[src/rtl/brb_pkg.sv]
// ----------------------------------------------------------------------------
// brb_pkg
// Shared types and codes for the byte ring buffer: operation kinds, result
// status codes, payload structs and the controller/datapath handshake.
// ----------------------------------------------------------------------------
`default_nettype none

package brb_pkg;

  // operation kinds
  localparam logic [2:0] KIND_PUSH     = 3'd0;
  localparam logic [2:0] KIND_TRY_PUSH = 3'd1;
  localparam logic [2:0] KIND_POP      = 3'd2;
  localparam logic [2:0] KIND_PEEK     = 3'd3;
  localparam logic [2:0] KIND_CLEAR    = 3'd4;

  // result status codes
  localparam logic [1:0] STAT_OK     = 2'd0;
  localparam logic [1:0] STAT_FULL   = 2'd1;
  localparam logic [1:0] STAT_EMPTY  = 2'd2;
  localparam logic [1:0] STAT_BEYOND = 2'd3;

  // capacity register after reset
  localparam logic [8:0] CAP_RESET = 9'd256;

  typedef struct packed {
    logic [2:0] kind;
    logic [7:0] data_byte;
    logic [7:0] peek_offset;
  } in_item_t;

  typedef struct packed {
    logic [7:0] read_byte;
    logic [1:0] status;
    logic [8:0] occupancy;
    logic       is_full;
    logic       is_empty;
  } out_item_t;

  typedef enum logic {
    ST_IDLE,
    ST_READ
  } state_t;

  // controller to datapath
  typedef struct packed {
    logic accept;
    logic finish_read;
  } dp_cmd_t;

  // datapath to controller
  typedef struct packed {
    logic slot_free;
    logic need_read;
  } dp_stat_t;

endpackage

`default_nettype wire

[src/rtl/byte_ring_buffer.sv]
// ----------------------------------------------------------------------------
// byte_ring_buffer
// Byte ring buffer with overwrite push, try push, pop, peek and clear.
//
// Input channel (in_valid / in_stall / in_item): one beat is one operation.
// Result channel (out_valid / out_stall / out_item): exactly one result beat
// per operation, in order, carrying the byte read, a status code and the
// occupancy, full and empty state after the operation.
// Push, try push, clear, unknown kinds and failed pop or peek show their
// result in the cycle after acceptance; a good pop or peek passes through
// the registered read port of the store and then the result register.
// Writes go at one beat a cycle while the result slot is free; a read
// holds off the next beat until its byte lands in the result register.
// A result register decouples the sides: a new beat is taken while the
// previous result is being taken downstream. When the receiver stalls with
// a result waiting, in_stall rises and the result holds steady.
// Reset empties the buffer and sets capacity to 256 slots (clamped to
// DEPTH). A cfg_wr_en write sets the capacity and empties the buffer too;
// write it only with no operation in flight. No clearing pass is needed.
// ----------------------------------------------------------------------------
`default_nettype none

module byte_ring_buffer #(
  parameter int DEPTH = 256
) (
  input  wire logic               clk,
  input  wire logic               rst_n,
  // operation beats
  input  wire logic               in_valid,
  output logic                    in_stall,
  input  wire brb_pkg::in_item_t  in_item,
  // result beats
  output logic                    out_valid,
  input  wire logic               out_stall,
  output brb_pkg::out_item_t      out_item,
  // capacity register
  input  wire logic               cfg_wr_en,
  input  wire logic [8:0]         cfg_wr_data
);

  brb_pkg::dp_cmd_t  cmd;
  brb_pkg::dp_stat_t stat;

  // sequencer: decides when to take a beat and when the read byte lands
  brb_ctrl u_ctrl (
    .clk      (clk),
    .rst_n    (rst_n),
    .in_valid (in_valid),
    .in_stall (in_stall),
    .stat     (stat),
    .cmd      (cmd)
  );

  // indices, flags, store and result register
  brb_datapath #(
    .DEPTH (DEPTH)
  ) u_dp (
    .clk         (clk),
    .rst_n       (rst_n),
    .in_item     (in_item),
    .cfg_wr_en   (cfg_wr_en),
    .cfg_wr_data (cfg_wr_data),
    .cmd         (cmd),
    .stat        (stat),
    .out_stall   (out_stall),
    .out_valid   (out_valid),
    .out_item    (out_item)
  );

endmodule

`default_nettype wire

[src/rtl/brb_ram.sv]
// ----------------------------------------------------------------------------
// brb_ram
// Generic single-write, single-read memory with a registered read port.
// ----------------------------------------------------------------------------
`default_nettype none

module brb_ram #(
  parameter int WIDTH = 8,
  parameter int DEPTH = 256
) (
  input  wire logic                     clk,
  input  wire logic                     wr_en,
  input  wire logic [$clog2(DEPTH)-1:0] wr_addr,
  input  wire logic [WIDTH-1:0]         wr_data,
  input  wire logic                     rd_en,
  input  wire logic [$clog2(DEPTH)-1:0] rd_addr,
  output logic      [WIDTH-1:0]         rd_data
);

  logic [WIDTH-1:0] mem_r [DEPTH];
  logic [WIDTH-1:0] rd_data_r;

  always_ff @(posedge clk) begin
    if (wr_en) begin
      mem_r[wr_addr] <= wr_data;
    end
    if (rd_en) begin
      rd_data_r <= mem_r[rd_addr];
    end
  end

  assign rd_data = rd_data_r;

endmodule

`default_nettype wire

[src/rtl/brb_datapath.sv]
// ----------------------------------------------------------------------------
// brb_datapath
// Ring indices, full flag, capacity register, byte store and result register.
// ----------------------------------------------------------------------------
`default_nettype none

module brb_datapath #(
  parameter int DEPTH = 256
) (
  input  wire logic               clk,
  input  wire logic               rst_n,
  input  wire brb_pkg::in_item_t  in_item,
  input  wire logic               cfg_wr_en,
  input  wire logic [8:0]         cfg_wr_data,
  input  wire brb_pkg::dp_cmd_t   cmd,
  output brb_pkg::dp_stat_t       stat,
  input  wire logic               out_stall,
  output logic                    out_valid,
  output brb_pkg::out_item_t      out_item
);

  localparam int AW = $clog2(DEPTH);
  localparam int CW = $clog2(DEPTH + 1);
  localparam int PW = ((CW > 8) ? CW : 8) + 1;

  logic [8:0]          cap_r;
  logic [AW-1:0]       wr_r, wr_nxt;
  logic [AW-1:0]       rd_r, rd_nxt;
  logic                full_r, full_nxt;
  logic                out_valid_r, out_valid_nxt;
  brb_pkg::out_item_t  out_r, out_nxt;

  logic [CW-1:0]       slots;
  logic [CW-1:0]       held_now;
  logic [CW-1:0]       held_after;
  logic [PW-1:0]       peek_pos;
  logic [1:0]          status;
  logic                store_en;
  logic                need_read;
  logic [AW-1:0]       rd_addr;
  logic [7:0]          ram_q;
  logic                taken;

  function automatic logic [AW-1:0] next_slot(input logic [AW-1:0] v,
                                              input logic [CW-1:0] c);
    logic [CW-1:0] n;
    n = CW'(v) + CW'(1);
    return (n >= c) ? '0 : AW'(n);
  endfunction

  function automatic logic [CW-1:0] held(input logic [AW-1:0] w,
                                         input logic [AW-1:0] r,
                                         input logic          f,
                                         input logic [CW-1:0] c);
    logic [CW-1:0] n;
    if (f) begin
      n = c;
    end else if (w >= r) begin
      n = CW'(w) - CW'(r);
    end else begin
      n = c + CW'(w) - CW'(r);
    end
    return n;
  endfunction

  // clamp capacity: zero acts as one, above the store acts as the store
  always_comb begin
    if (cap_r == '0) begin
      slots = CW'(1);
    end else if ({23'd0, cap_r} > 32'(DEPTH)) begin
      slots = CW'(DEPTH);
    end else begin
      slots = CW'(cap_r);
    end
  end

  assign held_now = held(wr_r, rd_r, full_r, slots);

  // peek address: offset below occupancy, so one wrap at most
  always_comb begin
    peek_pos = PW'(rd_r) + PW'(in_item.peek_offset);
    if (peek_pos >= PW'(slots)) begin
      peek_pos = peek_pos - PW'(slots);
    end
  end

  always_comb begin
    wr_nxt    = wr_r;
    rd_nxt    = rd_r;
    full_nxt  = full_r;
    status    = brb_pkg::STAT_OK;
    store_en  = 1'b0;
    need_read = 1'b0;
    rd_addr   = rd_r;
    case (in_item.kind)
      brb_pkg::KIND_PUSH, brb_pkg::KIND_TRY_PUSH: begin
        if (in_item.kind == brb_pkg::KIND_TRY_PUSH && full_r) begin
          status = brb_pkg::STAT_FULL;
        end else begin
          store_en = 1'b1;
          if (full_r) begin
            rd_nxt = next_slot(rd_r, slots);
          end
          wr_nxt   = next_slot(wr_r, slots);
          full_nxt = (wr_nxt == rd_nxt);
        end
      end
      brb_pkg::KIND_POP: begin
        if (held_now == '0) begin
          status = brb_pkg::STAT_EMPTY;
        end else begin
          need_read = 1'b1;
          rd_nxt    = next_slot(rd_r, slots);
          full_nxt  = 1'b0;
        end
      end
      brb_pkg::KIND_PEEK: begin
        if (held_now == '0) begin
          status = brb_pkg::STAT_EMPTY;
        end else if (PW'(in_item.peek_offset) >= PW'(held_now)) begin
          status = brb_pkg::STAT_BEYOND;
        end else begin
          need_read = 1'b1;
          rd_addr   = AW'(peek_pos);
        end
      end
      brb_pkg::KIND_CLEAR: begin
        wr_nxt   = '0;
        rd_nxt   = '0;
        full_nxt = 1'b0;
      end
      default: begin
      end
    endcase
  end

  assign held_after = held(wr_nxt, rd_nxt, full_nxt, slots);
  assign taken      = out_valid_r && !out_stall;

  always_comb begin
    out_nxt       = out_r;
    out_valid_nxt = out_valid_r && !taken;
    if (cmd.accept) begin
      out_nxt.read_byte = '0;
      out_nxt.status    = status;
      out_nxt.occupancy = 9'(held_after);
      out_nxt.is_full   = full_nxt;
      out_nxt.is_empty  = (held_after == '0);
      out_valid_nxt     = !need_read;
    end
    if (cmd.finish_read) begin
      out_nxt.read_byte = ram_q;
      out_valid_nxt     = 1'b1;
    end
  end

  always_ff @(posedge clk) begin
    if (!rst_n) begin
      cap_r       <= brb_pkg::CAP_RESET;
      wr_r        <= '0;
      rd_r        <= '0;
      full_r      <= 1'b0;
      out_valid_r <= 1'b0;
    end else begin
      out_valid_r <= out_valid_nxt;
      if (cfg_wr_en) begin
        cap_r  <= cfg_wr_data;
        wr_r   <= '0;
        rd_r   <= '0;
        full_r <= 1'b0;
      end else if (cmd.accept) begin
        wr_r   <= wr_nxt;
        rd_r   <= rd_nxt;
        full_r <= full_nxt;
      end
    end
  end

  always_ff @(posedge clk) begin
    out_r <= out_nxt;
  end

  brb_ram #(
    .WIDTH (8),
    .DEPTH (DEPTH)
  ) u_store (
    .clk     (clk),
    .wr_en   (cmd.accept && store_en),
    .wr_addr (wr_r),
    .wr_data (in_item.data_byte),
    .rd_en   (cmd.accept && need_read),
    .rd_addr (rd_addr),
    .rd_data (ram_q)
  );

  assign stat.slot_free = !out_valid_r || !out_stall;
  assign stat.need_read = need_read;
  assign out_valid      = out_valid_r;
  assign out_item       = out_r;

endmodule

`default_nettype wire

[src/rtl/brb_ctrl.sv]
// ----------------------------------------------------------------------------
// brb_ctrl
// Sequencer: takes a beat when the result slot is free, waits in ST_READ for
// the store read on pop and peek.
// ----------------------------------------------------------------------------
`default_nettype none

module brb_ctrl (
  input  wire logic              clk,
  input  wire logic              rst_n,
  input  wire logic              in_valid,
  output logic                   in_stall,
  input  wire brb_pkg::dp_stat_t stat,
  output brb_pkg::dp_cmd_t       cmd
);

  brb_pkg::state_t state_r, state_nxt;

  always_comb begin
    state_nxt = state_r;
    case (state_r)
      brb_pkg::ST_IDLE: begin
        if (cmd.accept && stat.need_read) begin
          state_nxt = brb_pkg::ST_READ;
        end
      end
      brb_pkg::ST_READ: begin
        state_nxt = brb_pkg::ST_IDLE;
      end
      default: begin
        state_nxt = brb_pkg::ST_IDLE;
      end
    endcase
  end

  always_comb begin
    in_stall        = 1'b1;
    cmd.accept      = 1'b0;
    cmd.finish_read = 1'b0;
    case (state_r)
      brb_pkg::ST_IDLE: begin
        in_stall   = !stat.slot_free;
        cmd.accept = in_valid && stat.slot_free;
      end
      brb_pkg::ST_READ: begin
        cmd.finish_read = 1'b1;
      end
      default: begin
      end
    endcase
  end

  always_ff @(posedge clk) begin
    if (!rst_n) begin
      state_r <= brb_pkg::ST_IDLE;
    end else begin
      state_r <= state_nxt;
    end
  end

endmodule

`default_nettype wire

[config.mk]
export PLATFORM = sky130hd
export DESIGN_NAME = byte_ring_buffer
export DESIGN_NICKNAME = d
export VERILOG_FILES = /design/src/rtl/brb_pkg.sv /design/src/rtl/byte_ring_buffer.sv /design/src/rtl/brb_ram.sv /design/src/rtl/brb_datapath.sv /design/src/rtl/brb_ctrl.sv
export SDC_FILE = /design/constraint.sdc
export NUM_CORES = 2
export LEC_CHECK = 0
export BUFFER_PORTS_ARGS = -buffer_cell sky130_fd_sc_hd__buf_2
export CORE_UTILIZATION = 51
export DETAILED_ROUTE_END_ITERATION = 8
export HOLD_SLACK_MARGIN = 0.08
export PLACE_DENSITY = 0.67
export SYNTH_ARGS = -nofsm -noshare
export SYNTH_HDL_FRONTEND = slang
export SYNTH_HIERARCHICAL = 1
export SYNTH_SLANG_ARGS = --single-unit
[constraint.sdc]
create_clock -name clk -period 8.35 [get_ports clk]
set_clock_uncertainty 0.2 [all_clocks]
set_input_delay 1.2525 -clock clk [delete_from_list [all_inputs] [get_ports clk]]
set_output_delay 1.2525 -clock clk [all_outputs]
set_load 0.05 [all_outputs]
==> reports/summary.txt <==
status: completed
Seq pwr share: 0.500
Arr. time, crit path: 8.42 ns
Initial Utilization: 0.5154
sequential share of the synthesized area: 0.7285
Mapped Cells: 4560
clk buf depth: 3
initial antenna violation count: 7
Initial DRT Pass Iterations: 7
all-layer global routing usage: 0.2543
CTS clock-pin slew for the worst setup and hold paths: 0.06 ns
Area Growth Syn to Fin: 11.53%
root buf cell: clkbuf_16
drt initial violations: 5889
Die H: 413.5 µm
min Tclk post-route: 8.048 ns
Gate power share: 0.109
# clock sinks: 2105
Vias/cell: 6.434
max capacitance violation total: 0
routability-driven placement congestion ratio: 0.9122
Sw Ratio: 0.2405
CP max FO: 40
RSZ-0062 raised after global routing: no
switching pwr: 5.610 mW
Fmax: 124.2 MHz
CTS buffer count: 206
IO buf count: 55
number of synthesized flops with an enable pin: 2077
Resize count post-CTS: 0
Lkg Pwr: 29.65 nW
most common cell after layout, fill and taps aside: edfxtp_1
Syn Area/Cell: 18.94 µm²
ys flop type: edfxtp_1
H-tree lvl count: 4
Fin. Hold Viols: 0
Rel. slew slack: 0.1067
syn_nets: 4692
fin nets: 4862
cells on worst reg2reg path: 29
Routed wire per std cell: 30.26 µm
final setup violation count: 0
Crit Reg-Reg Endpoint: u_dp/u_store/rd_data[5]
Hold Crit Class: flip-flop to flip-flop
Worst Hold End: u_dp/out_item[14]
first-pass GRT wire length: 312.6 mm
HPWL after detailed placement: 137.2 mm
FFs w/ async S/R, synth: 0
number of register bits inferred by synthesis: 2105
drc violations: 0
Clk network pwr share: 0.390
Final ANT Viol Nets: 0
Mapped Area: 86380 µm²
setup TNS: 0 ns
Hold WS: 0.3297 ns
Post-CTS Setup Bufs: 0
post-place setup slack: 0.04386 ns
core area: 167600 µm²
CP Class: flip-flop to flip-flop
fin crit share: 0.9639
layout cells sized above 1: 0.2121
Critical Path End Type: flip-flop
Critical Path Max Stage Delay: 0.61 ns
Setup crit start kind: flip-flop
post-cts hold buffer count: 0
hold depth: 1
DIE AREA: 171000 µm²
CTS tree: done
vias in the first global route: 45090
slack of the worst reg-to-reg path: 0.30 ns
internal power: 17.72 mW
post-synthesis cell type count: 89
Final Max Slew Viols: 0
I/O pin count: 56
width of the die: 413.5 µm
Max stage delay cell, worst path: nor3_1
GR Overflow Total: 0
Worst path most repeated cell: buf_4
Detailed Route WL: 215.3 mm
worst setup margin: 0.3016 ns
final design utilization: 0.5748
most used cells in the layout excluding fill and tap cells: edfxtp_1, mux4_2, nor2_1
# rows: 150
VDD IR max: 248.6 µV
pwr dens: 242.2 nW/µm²
Vias: 45770
largest net degree at the start of global routing: 134
Least-Margin Pin Slew: 1.336 ns
Critical R2R Launch: u_dp/cap_r[5]
CP required: 8.72 ns
latest clock arrival within the worst-skew pair: 0.87 ns
YS warnings: 6
hold_sp: u_dp/u_store/rd_data[1]
how the worst max path moves through the flow:
stage,from,slack (ns),end
final,u_dp/cap_r[5],0.30,u_dp/u_store/rd_data[5]
after detailed placement,u_dp/cap_r[5],0.04,u_dp/u_store/rd_data[7]
after global routing,u_dp/cap_r[5],0.05,u_dp/u_store/rd_data[0]
after CTS,u_dp/cap_r[5],0.05,u_dp/u_store/rd_data[7]
after global placement,u_dp/cap_r[5],0.01,u_dp/u_store/rd_data[7]
after floorplan,u_dp/cap_r[8],1.14,u_dp/out_item[0]
per-layer routing:
metal  up-vias  GRT usage  part of all wire
met4         6    0.08379             0.030
met3       347    0.04645             0.086
li1      19050          -                 -
met5         -          0           0.00018
met1     24140     0.3643              0.41
met2      2230     0.3973              0.48
layout make-up:
type	instances	area, µm²
Fill cell	12290	71260
Multi-Input combinational cell	2107	21710
Sequential cell	2105	62930
Antenna cell	2	5.005
Inverter	82	307.8
Clock inverter	146	1424
Clock buffer	240	5283
Tap cell	2204	2758
Timing Repair Buffer	228	1917
cell families (layout without fill, tap and decap cells):
logic type / after synthesis / count (layout) / synth area share
other cells: 0 / 2 / 0
fa+ha+maj: 99 / 99 / 0.01608
simple gates: 728 / 728 / 0.03976
xor+xnor: 47 / 47 / 0.004853
compound gates: 596 / 596 / 0.04866
mux: 637 / 637 / 0.1400
flops: 2105 / 2105 / 0.7285
buf+inv: 348 / 696 / 0.02206
flip-flops by register name (all words and copies together) (netlist names):
register and cells:
u_ctrl/state_r 1, u_dp/rd_r 8, u_dp/wr_r 8, u_dp/out_valid 1, u_dp/full_r 1, u_dp/u_store/rd_data 8
u_dp/u_store/mem_r 2048, u_dp/cap_r 9, u_dp/out_item 21
metrics by stage:
step	power, mW	cell area [µm²]	instances
2_1_floorplan	13.51	86380	4560
3_3_place_gp	14.40	89580	6726
3_5_place_dp	14.43	89580	6726
4_1_cts	23.44	96290	7112
5_1_grt	23.99	96330	7112
6_report	23.33	96340	7114
power by group through the flow:
| stage | clock, mW | combinational [mW] | sequential (mW) |
|---|---|---|---|
| after detailed placement | 0 | 2.53 | 11.9 |
| after global placement | 0 | 2.51 | 11.9 |
| final | 9.10 | 2.55 | 11.7 |
| after CTS | 9.23 | 2.54 | 11.7 |
| after floorplan | 0 | 1.56 | 12.0 |
| after global routing | 9.63 | 2.69 | 11.7 |
critical path, delay by kind of cell (launching register included):
| family | cells | cell delay [ns] |
|---|---|---|
| mux | 1 | 0.29 |
| compound gates | 12 | 2.36 |
| fa+ha+maj | 4 | 1.26 |
| flops | 1 | 0.36 |
| buf+inv | 6 | 1.44 |
| simple gates | 6 | 1.82 |
synthesized netlist by cell type, types with 47 or more instances:
cell type / instances / area, µm²
a22oi_1: 139 / 1044
nor2b_1: 47 / 294.0
ha_1: 79 / 988.5
a21oi_1: 145 / 725.7
clkbuf_1: 134 / 503.0
nand3_1: 49 / 245.2
inv_1: 79 / 296.5
nor2_1: 351 / 1318
o221ai_1: 49 / 429.2
edfxtp_1: 2077 / 62370
mux4_2: 454 / 10220
nand2_1: 93 / 349.1
mux2i_1: 175 / 1752
Note: power is estimated with default switching activity, not from simulation.
